## src/sv/conv2x2_ceil_average_assert.svh

```systemverilog
// Assertion macros for the conv2x2_ceil_average block.
// Included by the top level; needs nothing else.
`ifndef CONV2X2_CEIL_AVERAGE_ASSERT_SVH
`define CONV2X2_CEIL_AVERAGE_ASSERT_SVH

// same-cycle implication, held off during reset
`define CCA_ASSERT_NOW(lbl, ck, rn, ante, cons) \
  lbl: assert property (@(posedge ck) disable iff (!(rn)) (ante) |-> (cons)) \
    else $error("cca assertion failed");

// next-cycle implication, held off during reset
`define CCA_ASSERT_NEXT(lbl, ck, rn, ante, cons) \
  lbl: assert property (@(posedge ck) disable iff (!(rn)) (ante) |=> (cons)) \
    else $error("cca assertion failed");

`endif

```

## src/sv/cca_pkg.sv

```systemverilog
// Shared constants and types for the 2x2 ceiling-average convolution.
// No dependencies; imported by every module of the block.
package cca_pkg;

  localparam int MAX_WIDTH  = 1024;
  localparam int MAX_HEIGHT = 1024;
  localparam int LB_AW      = $clog2(MAX_WIDTH);
  localparam int CW         = 10;           // row / column tag width
  localparam int PIX_W      = 16;
  localparam int VAL_W      = 32;
  localparam int SIZE_W     = 11;           // frame size register width
  localparam int CFG_IW     = 3;
  localparam int CFG_DW     = 16;
  localparam int QDEPTH     = 4;
  localparam int QAW        = $clog2(QDEPTH);

  // register indexes
  localparam logic [CFG_IW-1:0] CFG_FRAME_WIDTH  = 3'd0;
  localparam logic [CFG_IW-1:0] CFG_FRAME_HEIGHT = 3'd1;
  localparam logic [CFG_IW-1:0] CFG_COEF_TL      = 3'd2;
  localparam logic [CFG_IW-1:0] CFG_COEF_TR      = 3'd3;
  localparam logic [CFG_IW-1:0] CFG_COEF_BL      = 3'd4;
  localparam logic [CFG_IW-1:0] CFG_COEF_BR      = 3'd5;

  // pending result kinds of one job, emitted low bit first
  localparam int PEND_CONV  = 0;
  localparam int PEND_ABOVE = 1;
  localparam int PEND_PIXEL = 2;

  typedef struct packed {
    logic signed [PIX_W-1:0] tl;
    logic signed [PIX_W-1:0] tr;
    logic signed [PIX_W-1:0] bl;
    logic signed [PIX_W-1:0] br;
  } coef_t;

  typedef struct packed {
    logic signed [PIX_W-1:0] ul;
    logic signed [PIX_W-1:0] above;
    logic signed [PIX_W-1:0] left;
    logic signed [PIX_W-1:0] px;
    logic [CW-1:0]           row;
    logic [CW-1:0]           col;
    logic [2:0]              pend;
  } job_t;

  typedef struct packed {
    logic [CW-1:0]           row;
    logic [CW-1:0]           col;
    logic signed [VAL_W-1:0] value;
    logic                    last;
  } res_t;

endpackage

```

## src/sv/cca_jobq.sv

```systemverilog
// Short job queue between front end and back end.
// Depends on cca_pkg.
module cca_jobq
  import cca_pkg::*;
(
  input  logic clk,
  input  logic rst_n,
  input  logic push,
  input  job_t push_job,
  output logic full,
  input  logic pop,
  output job_t head,
  output logic empty
);

  job_t           mem_r [QDEPTH];
  logic [QAW-1:0] wp_r, rp_r;
  logic [QAW:0]   cnt_r, cnt_nxt;
  logic           do_push, do_pop;

  assign full    = (cnt_r == QAW'(0) + (QAW+1)'(QDEPTH));
  assign empty   = (cnt_r == '0);
  assign do_push = push && !full;
  assign do_pop  = pop && !empty;
  assign head    = mem_r[rp_r];

  always_comb begin
    cnt_nxt = cnt_r;
    if (do_push && !do_pop)      cnt_nxt = cnt_r + 1'b1;
    else if (do_pop && !do_push) cnt_nxt = cnt_r - 1'b1;
  end

  always_ff @(posedge clk) begin
    if (!rst_n) begin
      wp_r  <= '0;
      rp_r  <= '0;
      cnt_r <= '0;
    end else begin
      if (do_push) wp_r <= wp_r + 1'b1;
      if (do_pop)  rp_r <= rp_r + 1'b1;
      cnt_r <= cnt_nxt;
    end
  end

  always_ff @(posedge clk) begin
    if (do_push) mem_r[wp_r] <= push_job;
  end

endmodule

```

## config.mk

```make
export PLATFORM = sky130hd
export DESIGN_NAME = cca_jobq
export DESIGN_NICKNAME = d
export VERILOG_FILES = /design/src/sv/conv2x2_ceil_average_assert.svh /design/src/sv/cca_pkg.sv /design/src/sv/cca_jobq.sv
export SDC_FILE = /design/constraint.sdc
export NUM_CORES = 1
export LEC_CHECK = 0
export ABC_CLOCK_PERIOD_IN_PS = 4050
export BUFFER_PORTS_ARGS = -buffer_cell sky130_fd_sc_hd__buf_2
export CAP_MARGIN = 25
export CORE_ASPECT_RATIO = 0.7
export CORE_UTILIZATION = 55
export DETAILED_ROUTE_END_ITERATION = 7
export PLACE_DENSITY = 0.8
export RECOVER_POWER = 50
export SETUP_SLACK_MARGIN = 0.3
export SYNTH_ARGS = -nofsm -noshare
export SYNTH_HDL_FRONTEND = slang
export SYNTH_SLANG_ARGS = --single-unit
```

## constraint.sdc

```tcl
create_clock -name clk -period 4.05 [get_ports clk]
set_clock_uncertainty 0.1 [all_clocks]
set_input_delay 0.2025 -clock clk [delete_from_list [all_inputs] [get_ports clk]]
set_output_delay 0.2025 -clock clk [all_outputs]
set_load 0.02 [all_outputs]
```

Word level (Yosys, flattened, before mapping)
Memories as Yosys holds them, arrays and structs flattened. A register that Yosys moved wholly into a read port is not among the register bits.
Index checks and enable logic that the tools add are counted.
{"block": "classes", "add_sub_neg": 4, "n_eq_ne": 1, "n_mux": 6, "n_reduce_logical": 10}
{"operator": "$mux 3", "count": 2}
{"operator": "$add 2x1->2 const B", "count": 2}
{"operator": "$logic_and 1x1->1", "count": 4}
{"operator": "$logic_not 1->1", "count": 4}
{"operator": "$mux 2", "count": 2}
{"operator": "$add 3x1->3 const B", "count": 1}
{"operator": "$eq 3x3->1 const B", "count": 1}
{"operator": "$logic_not 3->1", "count": 1}
{"operator": "$sub 3x1->3 const B", "count": 1}
{"operator": "$mux 1", "count": 2}
{"operator": "$reduce_bool 2->1", "count": 1}
{"block": "word_totals", "reg_bits": 7, "ramBits": 348, "in_bits": 91, "out_inout_bits": 89, "mem_count": 1}
{"memory": "mem_r", "depth": 4, "width": 87, "rd": 1, "rd_ports_with_merged_regs": 1, "wr": 1, "line": "cca_jobq.sv:16", "text": "job_t mem_r [QDEPTH];"}

Depth between registers and ports, before layout
{"block": "depth", "ltp_word": 7, "depth_mapped": 9, "mapped_depth_nobuf": 8}

Least setup slack after synthesis
Ideal clock, no wire load.
{"block": "synth_path", "kind": "register to register", "start": "reg cnt_r[0]", "end": "mem mem_r[0][0] in the netlist's numbering, enable pin", "setup_ns": 0.455, "t_arrival_ns": 3.005, "slack_ns": 0.489, "path_stages_with_launch": 5, "path_buffers": 1, "synth_period_minus_slack_ns": 3.561, "cell_sequence": "dfxtp_1 > nor3b_1 > nor2b_1 > clkbuf_1 > and2_1"}
{"block": "synth_via", "elab_chain_len": 5}
{"element": "start, declared", "line": "cca_jobq.sv:18", "text": "logic [QAW:0] cnt_r, cnt_nxt;"}
{"element": "start signal, assigned", "line": "cca_jobq.sv:41", "text": "cnt_r <= cnt_nxt;"}
{"element": "$eq 3x3->1", "line": "cca_jobq.sv:21", "text": "assign full = (cnt_r == QAW'(0) + (QAW+1)'(QDEPTH));"}
{"element": "named net full", "line": "cca_jobq.sv:10", "text": "output logic full,"}
{"element": "$logic_not 1->1", "line": "cca_jobq.sv:23", "text": "assign do_push = push && !full;"}
{"element": "$logic_and 1x1->1", "line": "cca_jobq.sv:23"}
{"element": "named net do_push", "line": "cca_jobq.sv:19", "text": "logic do_push, do_pop;"}
{"element": "$mux 1", "line": "cca_jobq.sv:46", "text": "if (do_push) mem_r[wp_r] <= push_job;"}
{"element": "$mux 1 (not written as such)", "line": "cca_jobq.sv:46"}
{"element": "end, declared", "line": "cca_jobq.sv:16"}
The timed path passes the listed nets, and every way through them passes these cells.

Worst setup path after layout
{"block": "layout_path", "start": "reg cnt_r[0]", "end": "mem mem_r[3][43] in the netlist's numbering, enable pin"}
{"block": "layout_via", "elab_chain_len": 5}
{"element": "$eq 3x3->1", "line": "cca_jobq.sv:21"}
{"element": "$logic_not 1->1", "line": "cca_jobq.sv:23"}
{"element": "$logic_and 1x1->1", "line": "cca_jobq.sv:23"}
{"element": "$mux 1", "line": "cca_jobq.sv:46"}
{"element": "$mux 1 (not written as such)", "line": "cca_jobq.sv:46"}
No other way between the ends.

==> qor.txt <==
most frequent cells after synthesis: 348 x edfxtp_1, 87 x mux4_2, 10 x buf_2
Power Dens Cells: 634 mW/mm2
Worst-path clk slew: 0.06 ns
drt initial violations: 520
largest net degree at the start of global routing: 53
Max Buffers Root-to-Sink: 3
CTS Buf Count: 34
number of post-CTS setup repair buffers: 0
Worst R2R Path Depth: 4
RSZ-0062 raised after global routing: no
YS warnings: 0
Final min period: 2.89 ns
CTS H-tree depth: 2
Initial Util: 56.7%
Worst Min Path Start: pop
top-area cell type share of the netlist area: 80.2%
Post-synth EDFFs: 348
total track usage: 21.6%
Syn Nets: 600
leakage power: 5.26 nW
Placed Cells: 984
Worst-Skew Late Latency: 0.50 ns
antenna viol nets, final: 0
status: complete, no violations
mapped cell area: 0.0130 mm2
vias per cell: 5.54
maxcap violations: 0
Seq/Total Area, Yosys: 81.6%
Worst Path Max Fanout: 47
#FFs+latches synth: 357
Final #Nets: 893
area fraction in compound gates after synthesis: 0.221%
# clock sinks: 357
most numerous cell in the Yosys netlist: edfxtp_1
simple logic cell fraction of the synthesized area: 0.740%
# setup viols final: 0
kind of critical path: register to register
Arr. time, crit path: 2.95 ns
die width: 186 um
cell accounting for the most synthesized area: edfxtp_1
GPL Wtd Cong: 0.800
ys flop type: edfxtp_1
Post-route DRC: 0
Slew HR: 26.3%
main combinational cell family by area after synthesis: multiplexers
Worst Setup Start Kind: register
initial antenna violation count: 3
post-route insts no fill: 1,136
Die ar.: 0.0243 mm2
Syn-to-layout area delta: 23.7%
largest cells by area after synthesis: edfxtp_1 80%, mux4_2 15%, dfxtp_1 1.4%
layout cell share with drive strength beyond 1: 29.1%
fmax: 346 MHz
Slew Viols, Final: 0
setup TNS: 0 ns
Core Region: 0.0230 mm2
Die H: 131 um
Tightest Pin Transition: 1.11 ns
xor and xnor fraction of the mapped netlist area: 0.269%
FP Rows: 46
Hold Crit Depth: 4
crit path capture type: register
number of global-route vias before repair: 6,667
final hold violation count: 0
drt pass-1 iters: 5
Async SR Flop Fraction: 0%
Gate Count Post-Synth: 503
Synth Area in Adders: 0.634%
Peak VDD IR: 0.424 mV
IO Pins: 180
first-pass GRT wire length: 37,800 um
HPWL after DPL: 15,000 um
vias: 6,289
CP Launch Point: cnt_r[0]$_SDFFE_PN0P_
Post-Route WL: 25,100 um
worst reg2reg path startpoint: cnt_r[0]$_SDFFE_PN0P_
PortBufs: 179
RR Endpoint: mem_r[3][43]$_DFFE_PP_
HP Class: primary input to register
clk root buf: clkbuf_16
final period utilization: 71.3%
GRT overflow: 0
reg2reg setup slack: 1.16 ns
post-synth cell types: 24
drt wl/cell: 22.1 um
Worst Path Required: 4.11 ns
Mapped Avg Cell Area: 25.9 um2
CTS tree: built
post-synthesis mux area share: 15.3%
state kept, by name, summed over array words and instances, names as in the netlist, named ones only:
| signal | count |
|---|---|
| cnt_r | 3 |
| mem_r | 348 |
| wp_r | 2 |
| rp_r | 2 |
stage by stage:
step                hold slack (ns)  util [%]  setup slack (ns)  total power, mW  cell area [um2]
global route                  0.104      70.2             0.885             10.7            16100
detailed placement            0.321      62.2              1.31             7.30            14300
global placement              0.311      62.2              1.46             7.21            14300
CTS                          0.0655      70.6              1.12             10.3            16200
finish                       0.0928      70.2              1.16             10.2            16100
floorplan                     0.201         -             0.489             6.51            13000
per-layer routing:
layer,GRT usage [%],share of wire [%],vias up
met5,0,0,-
met4,5.54,1.5,0
met1,28.4,40,3217
met2,36.4,50,292
li1,-,-,2742
met3,5.76,9.1,38
worst max-delay path, cell delays in order (launching register included):
cell and delay (ns):
dfxtp_1 0.47, nor3b_1 0.13, nor2b_1 0.46, and2_2 0.97
buf_12 0.36
placed cells by master (no fill, tap or decap), types with 4 or more instances in the layout:
master	n
buf_2	90
buf_4	10
clkbuf_1	101
clkbuf_16	37
clkinv_1	4
clkinv_2	6
dfxtp_1	7
diode_2	4
dlygate4sd3_1	88
edfxtp_1	348
ha_1	5
mux4_2	87
nand2_1	4
worst max-delay path by stage:
| stage | to | slack [ns] | depth (start not counted) |
|---|---|---|---|
| CTS | head[55] | 1.12 | 3 |
| finish | mem_r[3][43]$_DFFE_PP_ | 1.16 | 4 |
| floorplan | mem_r[0][0]$_DFFE_PP_ | 0.49 | 4 |
| detailed placement | mem_r[1][12]$_DFFE_PP_ | 1.31 | 4 |
| global placement | mem_r[2][0]$_DFFE_PP_ | 1.46 | 4 |
| global route | mem_r[3][43]$_DFFE_PP_ | 0.89 | 4 |
where the power goes:
group	internal, mW	switching (mW)
registers	4.49	0.233
logic	1.11	1.43
clock network	1.73	1.23
total	7.33	2.89
kinds of logic after synthesis:
logic type      after synthesis
mux                          90
compound gates                4
simple gates                 17
fa+ha+maj                     6
buf+inv                      25
xor+xnor                      4
flops                       357
cell type report:
class / instances / area, um2
clock buffers: 49 / 971
clock inverters: 11 / 75.1
well taps: 312 / 390
diodes: 4 / 10.0
inverters: 3 / 11.3
flip-flops and latches: 357 / 10600
fillers: 1407 / 6850
repair buffers: 279 / 1780
multi-input cells: 121 / 2240
repair_timing:
action / CTS / global route
hold buffers: 88 / 0
hold endpoints to repair: 357 / 0
gates resized for setup: 0 / 0
Power figures use the tool's default switching activity.
