**config.mk**
```make
export PLATFORM = sky130hd
export DESIGN_NAME = cca_back
export DESIGN_NICKNAME = d
export VERILOG_FILES = /design/src/sv/conv2x2_ceil_average_assert.svh /design/src/sv/cca_pkg.sv /design/src/sv/cca_back.sv
export SDC_FILE = /design/constraint.sdc
export NUM_CORES = 2
export LEC_CHECK = 0
export ABC_AREA = 0
export ABC_CLOCK_PERIOD_IN_PS = 10200
export BUFFER_PORTS_ARGS = -buffer_cell sky130_fd_sc_hd__clkbuf_2
export CAP_MARGIN = 25
export CORE_MARGIN = 8
export CORE_UTILIZATION = 50
export CTS_BUF_LIST = sky130_fd_sc_hd__clkbuf_8 sky130_fd_sc_hd__clkbuf_16
export CTS_CLUSTER_SIZE = 24
export DETAILED_ROUTE_END_ITERATION = 6
export PLACE_DENSITY = 0.67
export RECOVER_POWER = 100
export SYNTH_ARGS = -nofsm -noshare
export SYNTH_HDL_FRONTEND = slang
export SYNTH_SLANG_ARGS = --single-unit
```
**constraint.sdc**
```tcl
create_clock -name clk -period 10.2 [get_ports clk]
set_input_delay 0.51 -clock clk [delete_from_list [all_inputs] [get_ports clk]]
set_output_delay 0.51 -clock clk [all_outputs]
set_load 0.01 [all_outputs]
```
**src/sv/conv2x2_ceil_average_assert.svh**
```systemverilog
// Assertion macros for the conv2x2_ceil_average block.
// Included by the top level; needs nothing else.
`ifndef CONV2X2_CEIL_AVERAGE_ASSERT_SVH
`define CONV2X2_CEIL_AVERAGE_ASSERT_SVH

// same-cycle implication, held off during reset
`define CCA_ASSERT_NOW(lbl, ck, rn, ante, cons) \
  lbl: assert property (@(posedge ck) disable iff (!(rn)) (ante) |-> (cons)) \
    else $error("cca assertion failed");

// next-cycle implication, held off during reset
`define CCA_ASSERT_NEXT(lbl, ck, rn, ante, cons) \
  lbl: assert property (@(posedge ck) disable iff (!(rn)) (ante) |=> (cons)) \
    else $error("cca assertion failed");

`endif

```
**src/sv/cca_pkg.sv**
```systemverilog
// Shared constants and types for the 2x2 ceiling-average convolution.
// No dependencies; imported by every module of the block.
package cca_pkg;

  localparam int MAX_WIDTH  = 1024;
  localparam int MAX_HEIGHT = 1024;
  localparam int LB_AW      = $clog2(MAX_WIDTH);
  localparam int CW         = 10;           // row / column tag width
  localparam int PIX_W      = 16;
  localparam int VAL_W      = 32;
  localparam int SIZE_W     = 11;           // frame size register width
  localparam int CFG_IW     = 3;
  localparam int CFG_DW     = 16;
  localparam int QDEPTH     = 4;
  localparam int QAW        = $clog2(QDEPTH);

  // register indexes
  localparam logic [CFG_IW-1:0] CFG_FRAME_WIDTH  = 3'd0;
  localparam logic [CFG_IW-1:0] CFG_FRAME_HEIGHT = 3'd1;
  localparam logic [CFG_IW-1:0] CFG_COEF_TL      = 3'd2;
  localparam logic [CFG_IW-1:0] CFG_COEF_TR      = 3'd3;
  localparam logic [CFG_IW-1:0] CFG_COEF_BL      = 3'd4;
  localparam logic [CFG_IW-1:0] CFG_COEF_BR      = 3'd5;

  // pending result kinds of one job, emitted low bit first
  localparam int PEND_CONV  = 0;
  localparam int PEND_ABOVE = 1;
  localparam int PEND_PIXEL = 2;

  typedef struct packed {
    logic signed [PIX_W-1:0] tl;
    logic signed [PIX_W-1:0] tr;
    logic signed [PIX_W-1:0] bl;
    logic signed [PIX_W-1:0] br;
  } coef_t;

  typedef struct packed {
    logic signed [PIX_W-1:0] ul;
    logic signed [PIX_W-1:0] above;
    logic signed [PIX_W-1:0] left;
    logic signed [PIX_W-1:0] px;
    logic [CW-1:0]           row;
    logic [CW-1:0]           col;
    logic [2:0]              pend;
  } job_t;

  typedef struct packed {
    logic [CW-1:0]           row;
    logic [CW-1:0]           col;
    logic signed [VAL_W-1:0] value;
    logic                    last;
  } res_t;

endpackage

```
**src/sv/cca_back.sv**
```systemverilog
// Back end: weighted window sum, ceiling quarter and result expansion.
// Depends on cca_pkg; pops cca_jobq and pushes cca_resq.
module cca_back
  import cca_pkg::*;
(
  input  logic  clk,
  input  logic  rst_n,
  input  coef_t coef,
  input  logic  jq_empty,
  input  job_t  jq_job,
  output logic  jq_pop,
  input  logic  rq_full,
  output logic  rq_push,
  output res_t  rq_res
);

  localparam int SUM_W = VAL_W + 2;

  // stage b1: products
  logic                    b1_valid_r;
  logic signed [VAL_W-1:0] p_tl_r, p_tr_r, p_bl_r, p_br_r;
  job_t                    b1_job_r;
  // stage b2: value ready, results emitted one a cycle unless the result queue is full
  logic                    b2_valid_r, b2_valid_nxt;
  logic signed [VAL_W-1:0] conv_r;
  job_t                    b2_job_r;
  logic [2:0]              pend_r, pend_nxt;

  logic                    b1_free, b1_move, b2_free, emit, last;
  logic [2:0]              sel;
  logic signed [SUM_W-1:0] sum;
  logic signed [SUM_W-1:0] quarter;

  assign emit    = b2_valid_r && !rq_full;
  assign b2_free = !b2_valid_r || (emit && last);
  assign b1_move = b1_valid_r && b2_free;
  assign b1_free = !b1_valid_r || b1_move;
  assign jq_pop  = !jq_empty && b1_free;

  // b1: one multiplier per tap
  always_ff @(posedge clk) begin
    if (!rst_n) b1_valid_r <= 1'b0;
    else if (b1_free) b1_valid_r <= !jq_empty;
  end

  always_ff @(posedge clk) begin
    if (jq_pop) begin
      p_tl_r   <= coef.tl * jq_job.ul;
      p_tr_r   <= coef.tr * jq_job.above;
      p_bl_r   <= coef.bl * jq_job.left;
      p_br_r   <= coef.br * jq_job.px;
      b1_job_r <= jq_job;
    end
  end

  // ceil(s/4) == floor((s+3)/4) for every integer s
  always_comb begin
    sum = SUM_W'(p_tl_r) + SUM_W'(p_tr_r) + SUM_W'(p_bl_r) + SUM_W'(p_br_r)
        + SUM_W'(3);
    quarter = sum >>> 2;
  end

  // pick the oldest pending result kind
  always_comb begin
    sel = '0;
    if (pend_r[PEND_CONV])       sel[PEND_CONV]  = 1'b1;
    else if (pend_r[PEND_ABOVE]) sel[PEND_ABOVE] = 1'b1;
    else                         sel[PEND_PIXEL] = 1'b1;
    last = ((pend_r & ~sel) == '0);
  end

  always_comb begin
    b2_valid_nxt = b2_valid_r;
    pend_nxt     = pend_r;
    if (b2_free) begin
      b2_valid_nxt = b1_valid_r;
      pend_nxt     = b1_job_r.pend;
    end else if (emit) begin
      pend_nxt = pend_r & ~sel;
    end
  end

  always_ff @(posedge clk) begin
    if (!rst_n) begin
      b2_valid_r <= 1'b0;
      pend_r     <= '0;
    end else begin
      b2_valid_r <= b2_valid_nxt;
      pend_r     <= pend_nxt;
    end
  end

  always_ff @(posedge clk) begin
    if (b1_move) begin
      conv_r   <= quarter[VAL_W-1:0];
      b2_job_r <= b1_job_r;
    end
  end

  // result word
  assign rq_push = emit;
  always_comb begin
    rq_res.last = last;
    if (sel[PEND_CONV]) begin
      rq_res.row   = b2_job_r.row - 1'b1;
      rq_res.col   = b2_job_r.col - 1'b1;
      rq_res.value = conv_r;
    end else if (sel[PEND_ABOVE]) begin
      rq_res.row   = b2_job_r.row - 1'b1;
      rq_res.col   = b2_job_r.col;
      rq_res.value = VAL_W'(b2_job_r.above);
    end else begin
      rq_res.row   = b2_job_r.row;
      rq_res.col   = b2_job_r.col;
      rq_res.value = VAL_W'(b2_job_r.px);
    end
  end

endmodule

```
# Word level (Yosys, flattened, before mapping)
# Index checks and enable logic that the tools add are counted.
# totals
regBits,272
wordCells,49
# op_classes
bitwise,2
mul,4
n_reduce_logical,12
addsub,6
mux,8
# op_table
cell,n
16-bit by 16-bit multiplier with 32-bit output,4
52-bit two-way mux,2
33-bit by 32-bit adder with 34-bit output,1
"34-bit by 3-bit adder with 34-bit output, second input constant",1
34-bit by 32-bit adder with 34-bit output,1
32-bit by 32-bit adder with 33-bit output,1
"10-bit by 1-bit subtractor with 10-bit output, second input constant",2
3-bit two-way mux,2
1-bit logical AND,4
1-bit logical NOT,4
3-bit AND,1
3-bit logical NOT,1
1-bit two-way mux,3
3-bit inverter,1
1-bit logical OR,2
2-bit two-way mux,1
2-bit nonzero test,1

# Logic depth before layout (Yosys ltp)
# depth
word_depth,10
depth_mapped,26
mapped_depth_nobuf,25

# Worst setup path after synthesis
# Ideal clock, no wire load.
# synth_timing
path_type,reg2reg
start,register pend_r[1]
end,"register b1_job_r[0] (netlist bit), enable pin"
path_stages_with_launch,6
arrival_time_ps,10093
setup_time_ps,796
path_slack_ps,-689
period_less_slack_ps,10889
path_buffers,1
cell_sequence,dfxtp_1 clkbuf_1 and2_1 a21o_1 o21a_1 a21oi_1
# synth_via
elab_chain_cells,10
# synth_lines
item,line_no,rtl
start: declaration,cca_back.sv:27,"logic [2:0] pend_r, pend_nxt;"
start signal: assignment,cca_back.sv:89,pend_r <= pend_nxt;
1-bit two-way mux,cca_back.sv:67,else if (pend_r[PEND_ABOVE]) sel[PEND_ABOVE] = 1'b1;
2-bit two-way mux,cca_back.sv:66,if (pend_r[PEND_CONV]) sel[PEND_CONV] = 1'b1;
3-bit inverter,cca_back.sv:69,last = ((pend_r & ~sel) == '0);
3-bit AND (*),cca_back.sv:69,
3-bit logical NOT (*),cca_back.sv:69,
1-bit logical AND (*),cca_back.sv:35,assign b2_free = !b2_valid_r || (emit && last);
1-bit logical OR (*),cca_back.sv:35,
1-bit logical AND (*),cca_back.sv:36,assign b1_move = b1_valid_r && b2_free;
1-bit logical OR (*),cca_back.sv:37,assign b1_free = !b1_valid_r || b1_move;
1-bit logical AND (*),cca_back.sv:38,assign jq_pop = !jq_empty && b1_free;
named net jq_pop,cca_back.sv:11,"output logic jq_pop,"
end signal: assignment,cca_back.sv:52,b1_job_r <= jq_job;
end: declaration,cca_back.sv:22,job_t b1_job_r;
# Mark *: on every way through the listed nets, which the timed path passes. The rest lies on a longest branch.
# A chain may end at the register's enable or synchronous reset.

# Worst setup path in the final report
# layout_timing
start,input jq_job[24] (netlist bit)
end,"register p_br_r[31], data pin"
# layout_via
elab_chain_cells,1
# layout_lines
item,line_no,rtl
start: declaration,cca_back.sv:10,"input job_t jq_job,"
16-bit by 16-bit multiplier with 32-bit output,cca_back.sv:51,p_br_r <= coef.br * jq_job.px;
end signal: assignment,cca_back.sv:51,
end: declaration,cca_back.sv:21,"logic signed [VAL_W-1:0] p_tl_r, p_tr_r, p_bl_r, p_br_r;"
# Every way passes these cells.

==> impl_metrics.xml <==
<?xml version="1.0" encoding="UTF-8"?>
<metrics>
  <group name="cts">
    <metric name="cts_resized" unit="">0</metric>
    <metric name="path_clk_slew" unit="ps">80</metric>
    <metric name="tritoncts.num_buffers" unit="">30</metric>
    <metric name="ctsHoldBuffers" unit="">0</metric>
    <metric name="tritoncts_sink_count" unit="">272</metric>
    <metric name="cts_tree" unit="">done</metric>
    <metric name="cts.path.max_buffers" unit="">3</metric>
    <metric name="htree_num_levels" unit="">1</metric>
    <metric name="insertion_delay" unit="ps">610</metric>
    <metric name="clock-root-buffer" unit="">sky130_fd_sc_hd__clkbuf_16</metric>
    <metric name="post-cts-setup-buffers" unit="">0</metric>
  </group>
  <group name="sta">
    <metric name="finalSetupTns" unit="ps">0</metric>
    <metric name="final.min_clock_period" unit="ps">7040</metric>
    <metric name="rsz0062_at_grt" unit="">no</metric>
    <metric name="count_of_final_setup_violators" unit="">0</metric>
    <metric name="period_share" unit="%">69.0</metric>
    <metric name="hold_viol" unit="">0</metric>
    <metric name="report.final.slew_viol_count" unit="">308</metric>
    <metric name="fmax" unit="MHz">142</metric>
    <metric name="worst-slew-pin-transition" unit="ps">3830</metric>
    <metric name="worst_slew_margin_rel" unit="%">-155</metric>
    <metric name="finClkSkew" unit="ps">52.2</metric>
  </group>
  <group name="floorplanning">
    <metric name="initial_core_util" unit="%">50.5</metric>
    <metric name="fp.dieArea" unit="sq mm">0.112</metric>
    <metric name="core_region_area" unit="sq mm">0.100</metric>
    <metric name="top_level_ports" unit="">210</metric>
    <metric name="die_height" unit="um">334</metric>
    <metric name="die-width" unit="um">334</metric>
    <metric name="rows" unit="">116</metric>
  </group>
  <group name="yosys">
    <metric name="synth_simple_gate_area_share" unit="%">12.8</metric>
    <metric name="yosysSeqAreaShare" unit="%">16.0</metric>
    <metric name="synth.lib_cells_used.distinct" unit="">65</metric>
    <metric name="ys.flop_type" unit="">sky130_fd_sc_hd__edfxtp_1</metric>
    <metric name="synth_edf_count" unit="">267</metric>
    <metric name="async_flop_share" unit="%">0</metric>
    <metric name="post_synth_mux_area_share" unit="%">0.336</metric>
    <metric name="synth_cells" unit="">4953</metric>
    <metric name="cell_area_after_technology_mapping" unit="sq mm">0.0506</metric>
    <metric name="synth-seq-cells" unit="">272</metric>
    <metric name="synth_top_family_by_area" unit="">adder cells</metric>
    <metric name="yosys_warnings" unit="">0</metric>
    <metric name="syn_nets" unit="">6584</metric>
    <metric name="synth_xor_xnor_area_share" unit="%">3.25</metric>
    <metric name="post_synth_fa_ha_maj_area_fraction" unit="%">52.9</metric>
    <metric name="synth_compound_area_share" unit="%">4.92</metric>
    <metric name="syn_area_per_cell" unit="sq um">10.2</metric>
  </group>
  <group name="hold_path">
    <metric name="hold_path.class" unit="">input port to flip-flop</metric>
    <metric name="worst_hold_path.num_cells" unit="">1</metric>
    <metric name="worstHoldEndpoint" unit="">b1_job_r[1]</metric>
    <metric name="worstHoldStart" unit="">jq_job[1]</metric>
  </group>
  <group name="critical_path">
    <metric name="timing.rr.end" unit="">conv_r[26]</metric>
    <metric name="worst_r2r_src" unit="">pend_r[0]</metric>
    <metric name="worst-r2r-cell-count" unit="">7</metric>
    <metric name="timing.critical_path.required" unit="ps">10530</metric>
    <metric name="crit_path_top_delay_cell" unit="">sky130_fd_sc_hd__fa_1</metric>
    <metric name="timing.critical_path.buf_inv" unit="">4</metric>
    <metric name="critical_path.top_delay_family" unit="">adder cells</metric>
    <metric name="timing.critical_path.fanout_max" unit="">17</metric>
    <metric name="critical_path_class" unit="">input port to flip-flop</metric>
    <metric name="cp_slowest_stage_delay" unit="ps">900</metric>
    <metric name="start_kind" unit="">input port</metric>
    <metric name="worstSetupEndpointType" unit="">flip-flop</metric>
    <metric name="critPathMostFrequentCell" unit="">sky130_fd_sc_hd__fa_1</metric>
    <metric name="arrival_time_at_the_worst_endpoint" unit="ps">7370</metric>
    <metric name="cp_cell_sequence" unit="">clkbuf_1 &gt; nand2_1 &gt; inv_1 &gt; fa_1 &gt; fa_1 &gt; fa_1 &gt; fa_1 &gt; fa_1 &gt; inv_1 &gt; fa_1 &gt; inv_1 &gt; ha_1 &gt; a2111oi_0 &gt; or4b_2 &gt; nand2_1 &gt; o211a_1 &gt; a211o_1 &gt; o21bai_1 &gt; a21oi_1 &gt; xnor2_1</metric>
    <metric name="flop_to_flop_setup_slack" unit="ps">3470</metric>
  </group>
  <group name="finish">
    <metric name="area_delta_synth_final" unit="%">6.11</metric>
    <metric name="nNetsFinal" unit="">6692</metric>
    <metric name="layout-drive-gt1-share" unit="%">3.72</metric>
    <metric name="fill_cells" unit="">8994</metric>
  </group>
  <group name="run">
    <metric name="maxCapViolCount" unit="">4</metric>
  </group>
  <group name="detailed_routing">
    <metric name="postRouteAntennaNets" unit="">0</metric>
    <metric name="drtPass1Iterations" unit="">5</metric>
    <metric name="wl" unit="um">120000</metric>
    <metric name="route.detailed.wl_per_inst" unit="um">18.6</metric>
    <metric name="drt_iter0_drc" unit="">1971</metric>
    <metric name="vias_per_instance" unit="">5.22</metric>
    <metric name="vias" unit="">33600</metric>
    <metric name="number_of_drc_violations_after_detailed_routing" unit="">0</metric>
  </group>
  <group name="grt">
    <metric name="globalRoute.totalOverflow" unit="">0</metric>
    <metric name="via_count_of_the_first_global_routing_pass" unit="">37200</metric>
    <metric name="maximum_number_of_pins_on_one_net_before_global_route_repair" unit="">151</metric>
    <metric name="grt_antenna_before_repair" unit="">2</metric>
    <metric name="track_usage" unit="%">22.3</metric>
    <metric name="grt_first_pass_wirelength" unit="um">199000</metric>
  </group>
  <group name="place">
    <metric name="gp_routability_congestion" unit="">0.877</metric>
    <metric name="detailed_place_hpwl" unit="um">98400</metric>
    <metric name="portBuffers" unit="">209</metric>
  </group>
  <group name="status">
    <metric name="violations" unit="">capacitance limit, slew limit</metric>
    <metric name="outcome" unit="">finished with violations</metric>
  </group>
</metrics>
state kept, by name, indices dropped and copies added (netlist names):
name	count
b2_job_r	52
conv_r	32
p_br_r	32
b2_valid_r	1
p_tl_r	32
b1_job_r	55
p_tr_r	32
b1_valid_r	1
pend_r	3
p_bl_r	32
cells by family after synthesis:
| logic type | count (synthesis) |
|---|---|
| AO/OA/AOI/OAI | 378 |
| XOR/XNOR | 188 |
| adder cells (fa/ha/maj) | 1476 |
| buffers and inverters | 1315 |
| flip-flops | 272 |
| multiplexers | 17 |
| AND/OR/NAND/NOR | 1307 |
through the flow:
stage / cells / utilization (%) / setup WS, ps / area, sq um / hold slack, ps
global route: 6442 / 53.6 / 2800 / 53700 / 49.7
global placement: 6384 / 52.8 / 3060 / 52900 / 400
floorplan: 4953 / - / 3520 / 50600 / 400
finish: 6442 / 53.6 / 3160 / 53700 / 76.7
detailed placement: 6384 / 52.8 / 2900 / 52900 / 405
CTS: 6439 / 53.7 / 3540 / 53900 / 39.6
layout make-up:
cell class | count | area [sq um] | share of cell area [%]
Tap cell | 1357 | 1700 | 3.16
Antenna cell | 1 | 2.50 | 0.00466
Clock buffer | 30 | 751 | 1.40
Multi-Input combinational cell | 3366 | 37600 | 69.9
Inverter | 1175 | 4410 | 8.21
Sequential cell | 272 | 8120 | 15.1
Timing Repair Buffer | 216 | 972 | 1.81
Clock inverter | 25 | 223 | 0.415
placed cells by master, fill, tap and decap left out, drive strengths merged, types with 8 or more instances in the layout:
cell,Yosys,final
clkbuf,136,245
nor2b,14,14
or2,8,8
a211o,8,8
o211ai,8,8
o21bai,18,18
and2,492,492
a211oi,16,16
o21ai,71,71
xor2,54,54
and3,14,14
clkinv,0,13
a21o,72,72
nor2,127,127
o21a,16,16
mux2i,17,17
nand3,21,21
ha,365,365
inv,1175,1181
nand2b,32,32
fa,1111,1111
nand2,547,547
xnor2,134,134
edfxtp,267,267
nor3,23,23
a21oi,105,105
worst max-delay path by stage:
stage               start     endpoint  slack [ps]  depth (start not counted)
2_1_floorplan   pend_r[1]  b1_job_r[0]        3520                          5
3_3_place_gp   jq_job[70]   p_tr_r[30]        3060                         21
3_5_place_dp   jq_job[24]   p_br_r[31]        2900                         20
4_1_cts        jq_job[24]   p_br_r[31]        3540                         20
5_1_grt        jq_job[24]   p_br_r[31]        2800                         20
6_report       jq_job[24]   p_br_r[31]        3160                         20
synth_stat cells (7+ instances only):
library cell,count,area (sq um)
sky130_fd_sc_hd__a211o_1,8,70.1
sky130_fd_sc_hd__nand2_1,547,2050
sky130_fd_sc_hd__ha_1,365,4570
sky130_fd_sc_hd__a21boi_0,7,52.6
sky130_fd_sc_hd__nand3_1,21,105
sky130_fd_sc_hd__a21oi_1,104,521
sky130_fd_sc_hd__and3_1,14,87.6
sky130_fd_sc_hd__or2_2,8,50.1
sky130_fd_sc_hd__nor2b_1,14,87.6
sky130_fd_sc_hd__a31oi_1,7,43.8
sky130_fd_sc_hd__and2_1,492,3080
sky130_fd_sc_hd__xnor2_1,134,1170
sky130_fd_sc_hd__edfxtp_1,267,8020
sky130_fd_sc_hd__a21o_1,72,541
sky130_fd_sc_hd__inv_1,1175,4410
sky130_fd_sc_hd__a211oi_1,15,113
sky130_fd_sc_hd__o21ai_0,71,355
sky130_fd_sc_hd__o21a_1,15,113
sky130_fd_sc_hd__a31o_2,7,61.3
sky130_fd_sc_hd__nand2b_1,32,200
sky130_fd_sc_hd__fa_1,1111,22200
sky130_fd_sc_hd__o21bai_1,18,135
sky130_fd_sc_hd__o211ai_1,8,60.1
sky130_fd_sc_hd__clkbuf_1,136,510
sky130_fd_sc_hd__xor2_1,54,473
sky130_fd_sc_hd__nor3_1,22,110
sky130_fd_sc_hd__mux2i_1,17,170
sky130_fd_sc_hd__nor2_1,127,477
layer usage:
metal | global-route usage [%] | wire length, um | up-vias
met2 | 38.5 | 59800 | 923
met3 | 2.54 | 6180 | 213
met5 | 0 | 0 | -
li1 | - | - | 15100
met4 | 6.11 | 3740 | 0
met1 | 29.8 | 49900 | 17400
Power is left out: the tool's default activity adds up to more than one toggle a clock period on the data nets, which glitch-free logic cannot reach.
