## src/sv/conv2x2_ceil_average_assert.svh

```systemverilog
// Assertion macros for the conv2x2_ceil_average block.
// Included by the top level; needs nothing else.
`ifndef CONV2X2_CEIL_AVERAGE_ASSERT_SVH
`define CONV2X2_CEIL_AVERAGE_ASSERT_SVH

// same-cycle implication, held off during reset
`define CCA_ASSERT_NOW(lbl, ck, rn, ante, cons) \
  lbl: assert property (@(posedge ck) disable iff (!(rn)) (ante) |-> (cons)) \
    else $error("cca assertion failed");

// next-cycle implication, held off during reset
`define CCA_ASSERT_NEXT(lbl, ck, rn, ante, cons) \
  lbl: assert property (@(posedge ck) disable iff (!(rn)) (ante) |=> (cons)) \
    else $error("cca assertion failed");

`endif

```

## src/sv/cca_pkg.sv

```systemverilog
// Shared constants and types for the 2x2 ceiling-average convolution.
// No dependencies; imported by every module of the block.
package cca_pkg;

  localparam int MAX_WIDTH  = 1024;
  localparam int MAX_HEIGHT = 1024;
  localparam int LB_AW      = $clog2(MAX_WIDTH);
  localparam int CW         = 10;           // row / column tag width
  localparam int PIX_W      = 16;
  localparam int VAL_W      = 32;
  localparam int SIZE_W     = 11;           // frame size register width
  localparam int CFG_IW     = 3;
  localparam int CFG_DW     = 16;
  localparam int QDEPTH     = 4;
  localparam int QAW        = $clog2(QDEPTH);

  // register indexes
  localparam logic [CFG_IW-1:0] CFG_FRAME_WIDTH  = 3'd0;
  localparam logic [CFG_IW-1:0] CFG_FRAME_HEIGHT = 3'd1;
  localparam logic [CFG_IW-1:0] CFG_COEF_TL      = 3'd2;
  localparam logic [CFG_IW-1:0] CFG_COEF_TR      = 3'd3;
  localparam logic [CFG_IW-1:0] CFG_COEF_BL      = 3'd4;
  localparam logic [CFG_IW-1:0] CFG_COEF_BR      = 3'd5;

  // pending result kinds of one job, emitted low bit first
  localparam int PEND_CONV  = 0;
  localparam int PEND_ABOVE = 1;
  localparam int PEND_PIXEL = 2;

  typedef struct packed {
    logic signed [PIX_W-1:0] tl;
    logic signed [PIX_W-1:0] tr;
    logic signed [PIX_W-1:0] bl;
    logic signed [PIX_W-1:0] br;
  } coef_t;

  typedef struct packed {
    logic signed [PIX_W-1:0] ul;
    logic signed [PIX_W-1:0] above;
    logic signed [PIX_W-1:0] left;
    logic signed [PIX_W-1:0] px;
    logic [CW-1:0]           row;
    logic [CW-1:0]           col;
    logic [2:0]              pend;
  } job_t;

  typedef struct packed {
    logic [CW-1:0]           row;
    logic [CW-1:0]           col;
    logic signed [VAL_W-1:0] value;
    logic                    last;
  } res_t;

endpackage

```

## src/sv/cca_resq.sv

```systemverilog
// Result queue that drives the output ports.
// Depends on cca_pkg.
module cca_resq
  import cca_pkg::*;
(
  input  logic clk,
  input  logic rst_n,
  input  logic push,
  input  res_t push_res,
  output logic full,
  input  logic pop,
  output res_t head,
  output logic empty
);

  res_t           mem_r [QDEPTH];
  logic [QAW-1:0] wp_r, rp_r;
  logic [QAW:0]   cnt_r, cnt_nxt;
  logic           do_push, do_pop;

  assign full    = (cnt_r == (QAW+1)'(QDEPTH));
  assign empty   = (cnt_r == '0);
  assign do_push = push && !full;
  assign do_pop  = pop && !empty;
  assign head    = mem_r[rp_r];

  always_comb begin
    cnt_nxt = cnt_r;
    if (do_push && !do_pop)      cnt_nxt = cnt_r + 1'b1;
    else if (do_pop && !do_push) cnt_nxt = cnt_r - 1'b1;
  end

  always_ff @(posedge clk) begin
    if (!rst_n) begin
      wp_r  <= '0;
      rp_r  <= '0;
      cnt_r <= '0;
    end else begin
      if (do_push) wp_r <= wp_r + 1'b1;
      if (do_pop)  rp_r <= rp_r + 1'b1;
      cnt_r <= cnt_nxt;
    end
  end

  always_ff @(posedge clk) begin
    if (do_push) mem_r[wp_r] <= push_res;
  end

endmodule

```

## config.mk

```make
export PLATFORM = sky130hd
export DESIGN_NAME = cca_resq
export DESIGN_NICKNAME = d
export VERILOG_FILES = /design/src/sv/conv2x2_ceil_average_assert.svh /design/src/sv/cca_pkg.sv /design/src/sv/cca_resq.sv
export SDC_FILE = /design/constraint.sdc
export NUM_CORES = 1
export LEC_CHECK = 0
export ABC_CLOCK_PERIOD_IN_PS = 2350
export BUFFER_PORTS_ARGS = -buffer_cell sky130_fd_sc_hd__buf_4
export CORE_MARGIN = 1.5
export CORE_UTILIZATION = 51
export DETAILED_ROUTE_END_ITERATION = 8
export PLACE_DENSITY_LB_ADDON = 0.15
export SYNTH_ARGS = -nofsm -noshare
export SYNTH_HDL_FRONTEND = slang
export SYNTH_SLANG_ARGS = --single-unit
```

## constraint.sdc

```tcl
create_clock -name clk -period 2.35 [get_ports clk]
set_input_delay 0.1175 -clock clk [delete_from_list [all_inputs] [get_ports clk]]
set_output_delay 0.1175 -clock clk [all_outputs]
set_load 0.01 [all_outputs]
```

After elaboration in Yosys (flattened, before gate mapping)
Memories as Yosys holds them, arrays and structs flattened. A register that Yosys moved wholly into a read port is not among the register bits.
Cells that the tools add are included.
{"block": "classes", "n_eq_ne": 1, "reduce_logical": 10, "div": 0, "mux": 6, "multipliers": 0, "order_cmp": 0, "n_addsub": 4, "bitwise_logic": 0, "n_shift": 0}
{"operator": "3-bit two-way mux", "n": 2}
{"operator": "2-bit by 1-bit adder with 2-bit output (second input constant)", "n": 2}
{"operator": "1-bit logical AND", "n": 4}
{"operator": "1-bit zero test", "n": 4}
{"operator": "2-bit two-way mux", "n": 2}
{"operator": "3-bit by 1-bit adder with 3-bit output (second input constant)", "n": 1}
{"operator": "3-bit == test (second input constant)", "n": 1}
{"operator": "3-bit zero test", "n": 1}
{"operator": "3-bit by 1-bit subtractor with 3-bit output (second input constant)", "n": 1}
{"operator": "1-bit two-way mux", "n": 2}
{"operator": "2-bit nonzero test", "n": 1}
{"block": "word_totals", "romBits": 0, "memories": 1, "ff_bits": 7, "mem_bits_rw": 212, "latch_bits": 0, "inputBits": 57}
{"name": "mem_r", "depth": 4, "width": 53, "read_ports": 1, "rd_ports_with_merged_regs": 1, "write_ports": 1, "line_no": "cca_resq.sv:16", "rtl": "res_t mem_r [QDEPTH];"}

Longest topological paths before layout
Gate-level depths: netlist (run 1).
{"block": "logic_depth", "ltp_word": 7, "mapped_depth": 9}

Worst setup path before layout (run 1)
No wires, ideal clock.
{"block": "synth_path", "kind": "reg-to-reg", "from": "register cnt_r[0]", "to": "memory mem_r[0][0] (netlist name), enable pin", "arrival_ns": 2.104, "required_time_ns": 1.934, "path_slack_ns": -0.170, "setup_ns": 0.416, "path_stages_with_launch": 5, "cell_sequence": "dfxtp_1 nor3b_2 nor2b_1 buf_2 and2_1"}
{"block": "synth_via", "elab_chain_len": 5}
{"item": "start: declaration", "line_no": "cca_resq.sv:18", "rtl": "logic [QAW:0] cnt_r, cnt_nxt;"}
{"item": "start signal: assignment", "line_no": "cca_resq.sv:41", "rtl": "cnt_r <= cnt_nxt;"}
{"item": "3-bit == test", "line_no": "cca_resq.sv:21", "rtl": "assign full = (cnt_r == (QAW+1)'(QDEPTH));"}
{"item": "via full", "line_no": "cca_resq.sv:10", "rtl": "output logic full,"}
{"item": "1-bit zero test", "line_no": "cca_resq.sv:23", "rtl": "assign do_push = push && !full;"}
{"item": "1-bit logical AND", "line_no": "cca_resq.sv:23"}
{"item": "via do_push", "line_no": "cca_resq.sv:19", "rtl": "logic do_push, do_pop;"}
{"item": "1-bit two-way mux", "line_no": "cca_resq.sv:46", "rtl": "if (do_push) mem_r[wp_r] <= push_res;"}
{"item": "1-bit two-way mux (not written as such)", "line_no": "cca_resq.sv:46"}
{"item": "end: declaration", "line_no": "cca_resq.sv:16"}
The timed path passes the listed nets, and every way through them passes these cells.

Final worst setup path (run 1)
{"block": "layout_path", "from": "register cnt_r[1]", "to": "register cnt_r[2]"}
{"block": "layout_via", "elab_chain_len": 6, "word_cells_on_any_way": 15, "cone_classes": "add/sub (2); eq/ne (1); mux (2); reduce/logical (10)"}
{"item": "branches (longest 6 deep; another with 3-bit by 1-bit subtractor with 3-bit output)"}
Several ways; the timed one is not identified. The select of a mux whose other input is x is not followed.
A chain may end at the register's enable or synchronous reset.

==> flow_summary.toml, run 1 <==
[detailed_routing]
ant_nets = 0
wl_per_cell_um = 19.2
drc_errors = 0
dr.pass1.iters = 4
routed_wl_um = 14300
drtIter0Drc = 235
vias_per_cell = 5.23
num_vias = 3885

[critical_path]
arrival_ps = 2600
crit_required_ps = 2750
path_buf_inv = 1
cpPeakStageDelay_ps = 380
setup.worst_path.start_class = "flop"
slowest_stage = "dfxtp_1"
end_kind = "flop"
critPathKind = "reg2reg"
path_cells = "o31ai_2, ha_1, inv_1, fa_1, xor2_1, or3_1, a21boi_0"
path_delay_family = "adder cells"
crit_fanout = 6

[grt]
grt.total_usage_pct = 17.1
grt_max_degree = 31
first_global_vias = 4115
grt_antenna_before_repair = 0
grt_pass1_wl_um = 21700
gr-total-overflow = 0

[clock_network]
cts_tree = "yes"
clock-sinks = 221
numCtsBuffers = 22
htreeDepth = 1
clock_path_buffers = 3
cts_root_buf = "clkbuf_16"
clkTransAtPathRegs_ps = 60
clk_latency_ps = 490

[timing]
tightest_slew_ps = 468
max-slew-margin-rel_pct = 68.8
rsz0062_at_grt = "false"
setup-violations-final = 0
fin_crit_ps = 2200
min_period_over_period_pct = 93.7
hold_violations = 0
final.setup.tns_ps = 0
skew_ps = 12.7
drv_slew = 0
fmax_mhz = 454

[cells_and_area]
final_area_um2 = 10500
final-seq-area_um2 = 6550
syn2layout_area_growth_pct = 28.7
multiInputGateArea_um2 = 1480
finalNetCount = 576
drive_above_1_share_pct = 40.8
fill_cells = 1042
fin_util_pct = 66.8
antennaDiodeCount = 0

[yosys]
synth_cells = 325
synth_largest_area_cell = "edfxtp_1"
synth_nets = 388
yosysSeqAreaShare_pct = 80.0
synth.most_common_cell = "edfxtp_1"
synthArstFlopShare_pct = 0
yosys.cell_types.count = 23
synth_area_leaders = "edfxtp_1 (78%), mux4_2 (15%), dfxtp_1 (2.2%)"
yosys_warnings = 0
ys_ff_latch = 221
yosys.area.top_type_share_pct = 77.8
synthTopCellsByCount = "edfxtp_1 (212), mux4_2 (53), dfxtp_1 (9)"
synth_flop_cell = "edfxtp_1"
synth_area_um2 = 8180
synth-edff-count = 212
syn_area_per_cell_um2 = 25.2

[floorplan]
fp.dieH_um = 130
io_pins = 112
core_um2 = 15800
row_count = 46
die_w_um = 130
initial_core_util_pct = 51.9
dieArea_um2 = 16800

[placed_design]
gp_congestion = 0.707
io_buffers = 111
dpl.hpwl_um = 8170
dpl-instance-area_um2 = 9280

[hold_path]
hold_class = "in2reg"

[power_and_ir_drop]
powerDensity_nw_per_um2 = 1050
p_leak_nw = 3.62
ir_drop_uv = 651

[run_status]
status = "completed"

[job]
maxCapViolations = 0
-- routing by layer --
| layer | share of wire, % | track usage [%] |
|---|---|---|
| met4 | 1.6 | 4.58 |
| met5 | 0 | 0 |
| met1 | 43 | 23.2 |
| met2 | 51 | 28.8 |
| met3 | 4.9 | 3.51 |
-- final cells by class --
class | instances | area share, %
flip-flops and latches | 221 | 62.2
repair buffers | 178 | 14.3
multi-input cells | 87 | 14.1
clock buffers | 35 | 6.37
well taps | 216 | 2.57
clock inverters | 3 | 0.368
inverters | 3 | 0.107
-- worst reg2reg max path, cell delays in order (launching register included) --
cell	delay (ps)
dfxtp_1	380
o31ai_2	360
ha_1	260
inv_1	60
fa_1	370
xor2_1	180
or3_1	310
a21boi_0	190
-- final timing paths --
kind                                            start  slack [ps]               endpoint  depth (start not counted)
worst max-delay path            cnt_r[1]$_SDFFE_PN0P_         150  cnt_r[2]$_SDFFE_PN0P_                          7
worst min-delay path                              pop          90                   flop                          4
worst max register to register  cnt_r[1]$_SDFFE_PN0P_         150  cnt_r[2]$_SDFFE_PN0P_                          7
worst min register to register   wp_r[0]$_SDFFE_PN0P_         520   wp_r[0]$_SDFFE_PN0P_                          2
-- state kept, by name, indices dropped and copies added (netlist names), named ones only --
name and flops:
wp_r 2, mem_r 212, cnt_r 3, rp_r 2
-- through the flow --
stage	total power (W)	std cells	worst slack (ps)	hold slack [ps]
floorplan	0.00673	325	278	216
finish	0.0111	743	148	92.2
CTS	0.0112	743	144	85.1
detailed placement	0.00779	651	133	320
global placement	0.00775	651	344	317
global route	0.0116	743	2.69	125
-- logic make-up (layout without fill, tap and decap cells) --
| group | Yosys count | count (layout) | synth area share (%) |
|---|---|---|---|
| AOI/OAI and AO/OA | 4 | 4 | 0.413 |
| DFF | 221 | 221 | 80.0 |
| xor gates and xnor gates | 4 | 4 | 0.428 |
| adders and majority gates | 6 | 6 | 1.01 |
| buffers and inverters | 17 | 219 | 1.96 |
| muxes | 56 | 56 | 15.0 |
| and+or+nand+nor | 17 | 17 | 1.24 |
-- where the power goes --
part           internal [W]  switching, W
logic               0.00153       0.00122
registers           0.00479      0.000185
clock network       0.00205       0.00132
-- placed cells by master, fill, tap and decap left out, types with 4 or more instances in the layout --
cell / netlist / routed
dlygate4sd3_1: 0 / 54
clkbuf_16: 0 / 23
and2_1: 8 / 4
dfxtp_1: 9 / 7
mux4_2: 53 / 53
clkbuf_8: 0 / 5
buf_4: 0 / 121
ha_1: 5 / 5
clkbuf_1: 2 / 7
and2_2: 0 / 4
nand2_1: 4 / 4
edfxtp_1: 212 / 212
-- timing repair --
action / in CTS / in global routing
buffers inserted: 0 / 0
hold buffers: 54 / 0
endpoints found under the hold margin: 221 / 0
setup endpoints to repair: 0 / 0
resized for setup: 0 / 0
(Power assumes the default switching activity.)
==> run 2, diff against run 1 <==
Settings changed: RECOVER_POWER set to 25.
==> run 2 against run 1 <==
Sequential share of layout area grew 0.72 points. Core utilization down 0.76 points. Largest power group unchanged. Critical path type unchanged. Cell count unchanged. Non-clock buffer count stayed put. Highest routed layer unchanged.
==> flow_summary.toml, run 2 (synthesis gave the netlist of run 1 again) <==
[run_status]
status = "completed"

[placed_design]
dpl.hpwl_um = 8170
io_buffers = 111
gp_congestion = 0.707

[grt]
grt_pass1_wl_um = 21700
grt_max_degree = 31
grt_antenna_before_repair = 0
gr-total-overflow = 0
grt.total_usage_pct = 17.1
first_global_vias = 4115

[clock_network]
cts.repair.resized = 0
cts_setup_buffers = 0
htreeDepth = 1
numCtsBuffers = 22
cts_root_buf = "clkbuf_16"
clock_path_buffers = 3
cts_tree = "yes"
clkTransAtPathRegs_ps = 60
clk_latency_ps = 490
clock-sinks = 221

[hold_path]
holdPathStages = 4
hold_start = "pop"
hold_class = "in2reg"

[cells_and_area]
final-seq-area_um2 = 6550
fill_cells = 1076
top_regs = "mem_r x212, cnt_r x3"
largest_reg_flops = 212
fin_util_pct = 66.0
drive_above_1_share_pct = 34.7
max_flop_register = "mem_r"
mostFrequentLayoutCells = "edfxtp_1 (212), buf_4 (89), dlygate4sd3_1 (54)"
layout_commonest_cell = "edfxtp_1"
syn2layout_area_growth_pct = 27.2
multiInputGateArea_um2 = 1480
finalNetCount = 576
antennaDiodeCount = 0

[timing]
fmax_mhz = 455
tightest_slew_ps = 465
final.setup.tns_ps = 0
drv_slew = 0
skew_ps = 11.5
max-slew-margin-rel_pct = 69.0
hold_violations = 0
rsz0062_at_grt = "false"
fin_crit_ps = 2200
setup-violations-final = 0
min_period_over_period_pct = 93.5

[critical_path]
crit_fanout = 6
r2r_cells = 7
crit_required_ps = 2750
setup.worst_path.start_class = "flop"
end_kind = "flop"
critPathKind = "reg2reg"
arrival_ps = 2600
r2r_end = "cnt_r[2]$_SDFFE_PN0P_"
r2r_start = "cnt_r[1]$_SDFFE_PN0P_"
ff2ff_setup_slack_ps = 150

[floorplan]
row_count = 46
fp.dieH_um = 130
io_pins = 112
initial_core_util_pct = 51.9
core_um2 = 15800
die_w_um = 130
dieArea_um2 = 16800

[detailed_routing]
vias_per_cell = 5.22
drtIter0Drc = 240
num_vias = 3878
ant_nets = 0
routed_wl_um = 14200
wl_per_cell_um = 19.1
dr.pass1.iters = 4
drc_errors = 0

[power_and_ir_drop]
ir_drop_uv = 648
p_leak_nw = 3.50
powerDensity_nw_per_um2 = 1060

[job]
maxCapViolations = 0
==> run 2: changes by cell type in the layout (fill, tap and decap cells not counted) <==
cell | previous run | this run
buf_4 | 121 | 89
clkbuf_1 | 7 | 39
==> run 2: worst max-delay path: stages (launching register included) <==
cell and delay (ps):
dfxtp_1 380, o31ai_2 370, ha_1 260, inv_1 60, fa_1 370, xor2_1 180
or3_1 310, a21boi_0 180
==> run 2: layout make-up <==
cell class / count / share of cell area [%]
timing repair buffer: 178 / 13.3
clock buffer: 35 / 6.44
tap: 216 / 2.60
clock inverter: 3 / 0.373
sequential: 221 / 62.9
multi-input combinational: 87 / 14.2
inverter: 3 / 0.108
==> run 2: power by group <==
part           leakage [nW]  internal, W  switching (W)
sequential             2.02      0.00479       0.000184
clock                 0.347      0.00205        0.00131
combinational          1.13      0.00151        0.00121
==> run 2: metrics by stage <==
step / instances / setup slack (ps) / hold WS, ps / cell area (um2) / total power, W
after CTS: 743 / 144 / 85.1 / 10500 / 0.0112
after detailed placement: 651 / 133 / 320 / 9280 / 0.00779
after global routing: 743 / 2.69 / 125 / 10400 / 0.0116
final: 743 / 153 / 93.2 / 10400 / 0.0111
after global placement: 651 / 344 / 317 / 9280 / 0.00775
after floorplan: 325 / 278 / 216 / 8190 / 0.00673
==> run 2: routing by layer <==
layer,routed length (um),up-vias,track usage (%)
met5,0,-,0
met4,229,0,4.58
met1,6020,2010,23.2
met2,7240,100,28.8
li1,-,1746,-
met3,718,22,3.51
==> run 2: worst max path at each step <==
| stage | start | to | slack (ps) | cells past startpoint |
|---|---|---|---|---|
| 5_1_grt | cnt_r[0]$_SDFFE_PN0P_ | cnt_r[2]$_SDFFE_PN0P_ | 3 | 8 |
| 2_1_floorplan | cnt_r[0]$_SDFFE_PN0P_ | cnt_r[2]$_SDFFE_PN0P_ | 280 | 9 |
| 6_report | cnt_r[1]$_SDFFE_PN0P_ | cnt_r[2]$_SDFFE_PN0P_ | 150 | 7 |
| 4_1_cts | cnt_r[1]$_SDFFE_PN0P_ | cnt_r[2]$_SDFFE_PN0P_ | 140 | 7 |
| 3_3_place_gp | cnt_r[1]$_SDFFE_PN0P_ | cnt_r[2]$_SDFFE_PN0P_ | 340 | 7 |
| 3_5_place_dp | cnt_r[1]$_SDFFE_PN0P_ | cnt_r[2]$_SDFFE_PN0P_ | 130 | 7 |
==> run 2: what timing repair did <==
| action | 4_1_cts | 5_1_grt |
|---|---|---|
| endpoints found under the hold margin | 221 | 0 |
| hold buffers | 54 | 0 |
| endpoints found under the setup margin | 0 | 0 |
==> run 3, diff against run 2 <==
Settings changed: CORE_MARGIN 1.5 to 4, SKIP_CTS_REPAIR_TIMING set to 1.
==> run 3 against run 2 <==
Worst hold slack improved by 13 ps. Setup slack better by 43 ps. Register-to-register slack better by 40 ps. Via count fell by 0.18%. Total power fell by 0.86%. Cell area fell by 0.13%. Combinational power barely moved. Routed wire length grew 3.4%. Critical path type unchanged. Critical endpoint unchanged.
==> flow_summary.toml, run 3 (synthesis gave the netlist of run 1 again) <==
[floorplan]
initial_core_util_pct = 51.7
row_count = 46
core_um2 = 15800
dieArea_um2 = 18100
io_pins = 112
fp.dieH_um = 135
die_w_um = 135

[hold_path]
hold_class = "in2reg"

[timing]
fin_crit_ps = 2150
tightest_slew_ps = 479
setup-violations-final = 0
skew_ps = 10.9
min_period_over_period_pct = 91.6
rsz0062_at_grt = "false"
hold_violations = 0
fmax_mhz = 464
final.setup.tns_ps = 0
drv_slew = 0
max-slew-margin-rel_pct = 68.0

[power_and_ir_drop]
ir_drop_uv = 617
p_total_w = 0.0110
p_leak_nw = 3.50
powerDensity_nw_per_um2 = 1050

[clock_network]
cts_tree = "yes"
htreeDepth = 1
clkTransAtPathRegs_ps = 60
clock-sinks = 221
clock_path_buffers = 3
numCtsBuffers = 22
cts_root_buf = "clkbuf_16"
clk_latency_ps = 490

[detailed_routing]
dr.pass1.iters = 4
drtIter0Drc = 211
ant_nets = 0
drc_errors = 0
routed_wl_um = 14700
num_vias = 3871
vias_per_cell = 5.20
wl_per_cell_um = 19.7

[placed_design]
dpl.hpwl_um = 8690
gp_congestion = 0.670
io_buffers = 111

[cells_and_area]
drive_above_1_share_pct = 34.8
antennaDiodeCount = 0
mostFrequentLayoutCells = "edfxtp_1 (212), buf_4 (90), dlygate4sd3_1 (54)"
largest_reg_flops = 212
fill_cells = 1108
syn2layout_area_growth_pct = 27.1
top_regs = "mem_r x212, cnt_r x3"
max_flop_register = "mem_r"
layout_commonest_cell = "edfxtp_1"
finalNetCount = 578

[grt]
grt_antenna_before_repair = 0
grt_pass1_wl_um = 21900
gr-total-overflow = 0
first_global_vias = 4026
grt.total_usage_pct = 15.8
grt_max_degree = 39

[critical_path]
end_kind = "flop"
setup.worst_path.start_class = "flop"
crit_fanout = 6
critPathKind = "reg2reg"
arrival_ps = 2570
crit_required_ps = 2770

[run_status]
status = "completed"

[job]
maxCapViolations = 0
## run 3: cell types whose count changed in the layout (fill, tap and decap cells not counted)
cell | previous run | this run
clkbuf_8 | 5 | 0
clkinv_1 | 1 | 4
clkinv_2 | 1 | 4
clkbuf_1 | 39 | 37
buf_12 | 3 | 4
buf_4 | 89 | 90
inv_6 | 0 | 1
## run 3: worst max-delay path: stages (launching register included)
cell and delay (ps):
dfxtp_1 490, nor3b_2 100, nor2b_1 180, ha_1 220, inv_1 70, fa_1 370
xor2_1 180, or3_1 310, a21boi_0 160
## run 3: power by group
part / total (W) / internal [W] / leakage, nW / switching, W
clock: 0.00324 / 0.00189 / 0.330 / 0.00135
sequential: 0.00499 / 0.00479 / 2.02 / 0.000199
combinational: 0.00274 / 0.00152 / 1.15 / 0.00121
## run 3: worst paths after layout
check / start / endpoint / slack, ps / depth (start not counted)
hold / removal: pop / flop / 110 / 4
setup / recovery: cnt_r[0]$_SDFFE_PN0P_ / cnt_r[2]$_SDFFE_PN0P_ / 200 / 8
setup reg to reg: cnt_r[0]$_SDFFE_PN0P_ / cnt_r[2]$_SDFFE_PN0P_ / 200 / 8
hold reg to reg: wp_r[1]$_SDFFE_PN0P_ / wp_r[1]$_SDFFE_PN0P_ / 510 / 2
## run 3: routing by layer
| metal | vias to the layer above | GRT usage, % | routed length (um) |
|---|---|---|---|
| met5 | - | 0 | 0 |
| met4 | 0 | 4.07 | 184 |
| met3 | 15 | 3.20 | 678 |
| met2 | 90 | 27.3 | 7820 |
| met1 | 2016 | 20.8 | 6010 |
| li1 | 1750 | - | - |
## run 3: final cells by class
| class | count | area (um2) | area share, % |
|---|---|---|---|
| Clock buffer | 28 | 594 | 5.72 |
| Tap cell | 216 | 270 | 2.60 |
| Timing Repair Buffer | 180 | 1420 | 13.6 |
| Multi-Input combinational cell | 87 | 1480 | 14.2 |
| Sequential cell | 221 | 6550 | 63.0 |
| Clock inverter | 10 | 73.8 | 0.710 |
| Inverter | 3 | 11.3 | 0.108 |
## run 3: metrics by stage
stage	hold WS (ps)	std cells	setup WS [ps]	cell area (um2)	utilization [%]
detailed placement	320	653	194	9310	58.8
CTS	-195	691	126	9980	63.0
floorplan	216	325	278	8190	-
global placement	316	653	354	9310	58.8
finish	106	745	197	10400	65.7
global route	92.1	745	45.4	10400	65.7
